$ cat config.mk
export PLATFORM = sky130hd
export DESIGN_NAME = mnlet_div
export DESIGN_NICKNAME = d
export VERILOG_FILES = /design/src/rtl/midi_note_light_envelope_tracker_assert.svh /design/src/rtl/mnlet_pkg.sv /design/src/rtl/mnlet_div.sv
export SDC_FILE = /design/constraint.sdc
export NUM_CORES = 1
export LEC_CHECK = 0
export ABC_AREA = 1
export BUFFER_PORTS_ARGS = -buffer_cell sky130_fd_sc_hd__buf_2
export CAP_MARGIN = 20
export CORE_MARGIN = 3
export CORE_UTILIZATION = 50
export DETAILED_ROUTE_END_ITERATION = 6
export PLACE_DENSITY = 0.82
export SETUP_SLACK_MARGIN = 0.4
export SLEW_MARGIN = 15
export SYNTH_ARGS = -nofsm -noshare
export SYNTH_HDL_FRONTEND = slang
export SYNTH_SLANG_ARGS = --single-unit
$ cat constraint.sdc
create_clock -name clk -period 2.6 [get_ports clk]
set_input_delay 0 -clock clk [delete_from_list [all_inputs] [get_ports clk]]
set_output_delay 0 -clock clk [all_outputs]
set_load 0.02 [all_outputs]
$ cat src/rtl/midi_note_light_envelope_tracker_assert.svh
// Assertion macros for the MIDI note light envelope tracker.
// Bodies refer to clk and rst_n of the module that includes this file.
`ifndef MIDI_NOTE_LIGHT_ENVELOPE_TRACKER_ASSERT_SVH
`define MIDI_NOTE_LIGHT_ENVELOPE_TRACKER_ASSERT_SVH
`ifndef NO_ASSERTIONS
`define MNLET_ASSERT(label, ante, cons) \
  label: assert property (@(posedge clk) disable iff (!rst_n) (ante) |-> (cons)) \
    else $error("assertion failed");
`define MNLET_ASSERT_NEXT(label, ante, cons) \
  label: assert property (@(posedge clk) disable iff (!rst_n) (ante) |=> (cons)) \
    else $error("assertion failed");
`else
`define MNLET_ASSERT(label, ante, cons)
`define MNLET_ASSERT_NEXT(label, ante, cons)
`endif
`endif

$ cat src/rtl/mnlet_pkg.sv
// Package for the MIDI note light envelope tracker: sizes, codes, word types.
// Used by mnlet_div and midi_note_light_envelope_tracker; no dependencies.
package mnlet_pkg;

  localparam int NOTE_COUNT = 128;
  localparam int LED_COUNT  = 60;
  localparam int NOTE_AW    = (NOTE_COUNT > 1) ? $clog2(NOTE_COUNT) : 1;
  localparam int WALK_W     = $clog2(NOTE_COUNT + 1);

  localparam int CFG_IDX_W  = 2;
  localparam int CFG_DATA_W = 16;
  localparam logic [CFG_IDX_W-1:0] CFG_FADE_HOLD  = 2'd0;
  localparam logic [CFG_IDX_W-1:0] CFG_FULL_SCALE = 2'd1;

  localparam logic [15:0] FADE_HOLD_RST  = 16'd500;
  localparam logic [6:0]  FULL_SCALE_RST = 7'd127;

  localparam logic [2:0] OP_NOTE_ON  = 3'd0;
  localparam logic [2:0] OP_NOTE_OFF = 3'd1;
  localparam logic [2:0] OP_CTRL     = 3'd2;
  localparam logic [2:0] OP_EXPIRE   = 3'd3;
  localparam logic [2:0] OP_QUERY    = 3'd4;

  localparam logic [6:0] SUSTAIN_CTRL   = 7'd64;
  localparam logic [6:0] SUSTAIN_ON_MIN = 7'd64;

  localparam logic [7:0] BRIGHT_BASE = 8'd50;
  localparam logic [7:0] BRIGHT_SPAN = 8'd205;
  localparam logic [7:0] BRIGHT_MAX  = 8'd255;

  localparam int DIV_NUM_W = 24;
  localparam int DIV_DEN_W = 16;
  localparam int DIV_CNT_W = $clog2(DIV_NUM_W + 1);

  typedef struct packed {
    logic [2:0]  op;
    logic [7:0]  note;
    logic [7:0]  velocity;
    logic [6:0]  controller;
    logic [6:0]  cc_value;
    logic [31:0] now_ms;
  } in_t;

  typedef struct packed {
    logic        note_active;
    logic        note_fading;
    logic [7:0]  brightness;
    logic [7:0]  hue;
    logic [5:0]  led_index;
    logic        sustain_on;
  } out_t;

  typedef struct packed {
    logic        active;
    logic        fading;
    logic [7:0]  velocity;
    logic [31:0] start_ms;
  } ent_t;

  typedef struct packed {
    logic                 start;
    logic [DIV_NUM_W-1:0] dividend;
    logic [DIV_DEN_W-1:0] divisor;
  } div_req_t;

  typedef struct packed {
    logic                 busy;
    logic                 done;
    logic [DIV_NUM_W-1:0] quotient;
  } div_resp_t;

  typedef enum logic [3:0] {
    ST_IDLE,
    ST_WALK,
    ST_RD,
    ST_MOD,
    ST_DIV1,
    ST_WAIT1,
    ST_MUL2,
    ST_DIV2,
    ST_WAIT2,
    ST_DONE
  } state_t;

  typedef logic [255:0][5:0] led_table_t;

  function automatic led_table_t build_led_table();
    led_table_t t;
    for (int i = 0; i < 256; i++) begin
      t[i] = 6'(i % LED_COUNT);
    end
    return t;
  endfunction

  localparam led_table_t LED_TABLE = build_led_table();

endpackage

$ cat src/rtl/mnlet_div.sv
// Restoring divider, one quotient bit per cycle, for the note tracker.
// Depends on mnlet_pkg for widths and the request and response types.
module mnlet_div import mnlet_pkg::*; (
  input  logic      clk,
  input  logic      rst_n,
  input  div_req_t  req,
  output div_resp_t resp
);

  logic [DIV_NUM_W-1:0] quo_r;
  logic [DIV_DEN_W-1:0] rem_r;
  logic [DIV_DEN_W-1:0] dvs_r;
  logic [DIV_CNT_W-1:0] cnt_r;
  logic                 done_r;
  logic [DIV_DEN_W:0]   rem_sh;
  logic [DIV_DEN_W:0]   rem_sub;
  logic                 fits;

  always_comb begin
    rem_sh  = {rem_r, quo_r[DIV_NUM_W-1]};
    fits    = rem_sh >= {1'b0, dvs_r};
    rem_sub = rem_sh - {1'b0, dvs_r};
  end

  always_ff @(posedge clk) begin
    if (!rst_n) begin
      cnt_r  <= '0;
      done_r <= 1'b0;
    end else begin
      done_r <= (cnt_r == DIV_CNT_W'(1));
      if (req.start) begin
        cnt_r <= DIV_CNT_W'(DIV_NUM_W);
      end else if (cnt_r != '0) begin
        cnt_r <= cnt_r - DIV_CNT_W'(1);
      end
    end
  end

  always_ff @(posedge clk) begin
    if (req.start) begin
      quo_r <= req.dividend;
      rem_r <= '0;
      dvs_r <= req.divisor;
    end else if (cnt_r != '0) begin
      quo_r <= {quo_r[DIV_NUM_W-2:0], fits};
      rem_r <= fits ? rem_sub[DIV_DEN_W-1:0] : rem_sh[DIV_DEN_W-1:0];
    end
  end

  assign resp.busy     = (cnt_r != '0);
  assign resp.done     = done_r;
  assign resp.quotient = quo_r;

endmodule

==> results.txt <==
status - finished clean
most area-hungry cell type in the Yosys netlist - edfxtp_1
GPL Wtd Cong - 0.9742
Die W - 91.45 µm
Net Switching - 1.397 mW
die area - 0.008363 mm²
cell family with most CP delay - compound AO/OA/AOI/OAI gates
Power Density - 760.6 mW/mm²
CTS tree - yes
YS warnings - 0
final setup fails - 0
Syn Area/Cell - 7.670 µm²
EDFF count, synth - 40
CP max stage delay - 370 ps
post-DP HPWL - 6074 µm
largest net degree at the start of global routing - 34
root buffer cell - clkbuf_8
# fillers - 541
Layout area overhead - 29.30%
synth unique cells - 33
fin area - 0.004721 mm²
fin cells - 692
RSZ-0062 raised after global routing - no
Post-synth top cells - nand2_1 (183), inv_1 (74), edfxtp_1 (40), nand3_1 (40), dfxtp_1 (22)
Buffers & Inverters on Critical Path - 1
gr usage total - 23.45%
share of post-route cells with drive strength above 1 - 18.46%
setup TNS - 0 ps
area of the multi-input gates - 0.001683 mm²
gr ovfl total - 0
register area share after synthesis - 44.96%
drt initial violations - 310
sequential share of power - 37.2%
MaxCap Viol Count - 0
CTS clk-pin slew, worst paths - 80 ps
Worst Skew - 7.986 ps
Clock power frac - 24.2%
Via Count - 3,508
DRC Markers - 0
most numerous cell in the Yosys netlist - nand2_1
Rel. slew slack - 56.70%
Post-Route WL - 9589 µm
H-tree depth - 3
Internal Power - 2.193 mW
Peak supply drop - 0.4681 mV
I/O pin count - 69
ys async rst share - 0%
hold slack - 55.84 ps
post-route ant nets - 0
Startpoint Class - flip-flop
Fmax - 488.8 MHz
Via density - 5.069
met1 usage - 29.75%
Routed WL per cell - 13.86 µm
Worst Hold Class - in -> reg
vias in the first global route - 3,398
Synth Register Bits - 62
Fin. Hold Viols - 0
P_leak - 2.427 nW
dominant synthesized flop cell - edfxtp_1
Core ar. - 0.006944 mm²
Post-DP Area - 0.004060 mm²
Synth Instances - 476
Logic pwr share - 38.6%
met2 global-route usage - 38.77%
Clock Tree Buf Depth - 2
minimum clock period - 2046 ps
Post-Syn Area - 0.003651 mm²
worst-margin pin slew - 648.5 ps
GRT Max-Usage Layer - met2
drt first pass iters - 5
Setup crit end kind - flip-flop
GR Util met3 - 5.385%
period utilization - 78.68%
Initial Util - 52.58%
critical path class - reg -> reg
CP arrival - 2240 ps
crit-path cells - ha_1, a21oi_1, a21oi_1, nor2_4, buf_4, nand3_1, nand3_1, o21ai_0
initial antenna violation count - 0
ANT cells - 0
slowest CP cell - ha_1
most area-consuming cells after synthesis - edfxtp_1 (33%), nand2_1 (19%), dfxtp_1 (12%)
syn nets - 539
top cell type's share of synthesized area - 32.90%
Cell Rows - 30
crit-path max FO - 8
Sw Ratio - 38.92%
worst skew pair latency - 340 ps
placed insts - 631
CTS sink cnt - 62
Nets - 654
worst path required time - 2800 ps
first-pass GRT wire length - 15,640 µm
total CTS buffers - 9
Reg area - 0.001642 mm²
max-slew violation count - 0
Die Y - 91.45 µm
Port Buffers - 68
==> routing by layer <==
metal	wire (µm)	up-vias	share of wire, %
li1	-	1744	-
met1	4009	1564	42
met2	4545	175	47
met3	831	25	8.7
met4	202	0	2.1
met5	0	-	0
==> worst min-delay path, stage by stage <==
cell	delay (ps)
buf_2	80
nor2_1	30
a31oi_1	160
==> final timing paths <==
path / start / to / slack (ps) / cells past startpoint
worst min register to register: rem_r[14] / rem_r[14] / 480 / 2
worst max register to register: rem_r[11] / rem_r[2] / 550 / 8
worst max-delay path: rem_r[11] / rem_r[2] / 550 / 8
worst min-delay path: req[16] / quo_r[0] / 60 / 3
==> state kept, by name, indices dropped and copies added (netlist names) <==
register / count
cnt_r: 5
done_r: 1
dvs_r: 16
quo_r: 24
rem_r: 16
==> stage by stage <==
step / total power, mW / util (%) / worst slack (ps)
after floorplan: 2.275 / - / 724.4
after global placement: 2.554 / 58.47 / 553.5
after detailed placement: 2.572 / 58.47 / 531.9
after CTS: 3.488 / 67.08 / 483.8
after global routing: 3.812 / 67.98 / 406.6
final: 3.591 / 67.98 / 554.2
==> power groups by stage <==
stage                     clock network (mW)  logic [mW]  registers [mW]
after floorplan                            0       0.864            1.41
after global placement                     0        1.21            1.34
after detailed placement                   0        1.23            1.34
after CTS                              0.873        1.29            1.33
after global routing                   0.918        1.54            1.35
final                                  0.870        1.39            1.34
==> kinds of logic (layout without fill, tap and decap cells) <==
kind of cell / after synthesis / in the layout / synth area share (%)
fa+ha+maj: 20 / 20 / 7.060
flops: 62 / 62 / 44.96
simple gates: 269 / 269 / 31.94
xor+xnor: 8 / 8 / 1.919
buf+inv: 87 / 207 / 9.630
compound gates: 30 / 30 / 4.489
==> cells in the final DEF (no fill, tap or decap), types with 2 or more instances in the layout <==
cell / n
inv_2: 2
ha_1: 19
nor2_1: 17
clkinvlp_4: 4
inv_1: 74
buf_2: 68
o21ai_1: 3
dlygate4sd3_1: 40
dfxtp_1: 22
a21oi_1: 12
a31oi_1: 2
nand2_8: 2
clkbuf_8: 9
buf_4: 7
nor3_1: 4
nand3b_1: 5
edfxtp_1: 40
xor2_1: 2
nand2_1: 183
nor2_2: 3
o21ai_0: 9
nand2_2: 4
nand4_1: 4
nand3_1: 39
nand3_2: 5
nor2_4: 2
xnor2_1: 6
==> repair_timing <==
action | 4_1_cts | 5_1_grt
setup endpoints to repair | 0 | 15
setup buffers | 0 | 5
gates resized for setup | 0 | 4
endpoints found under the hold margin | 45 | 0
hold buffers | 40 | 0
==> cell type report <==
type,count,share of cell area [%]
Sequential cell,62,34.77
Clock buffer,9,2.624
Inverter,76,6.043
Tap cell,96,2.544
Clock inverter,7,1.564
Multi-Input combinational cell,327,35.65
Timing Repair Buffer,115,16.80
Power figures use the tool's default switching activity.
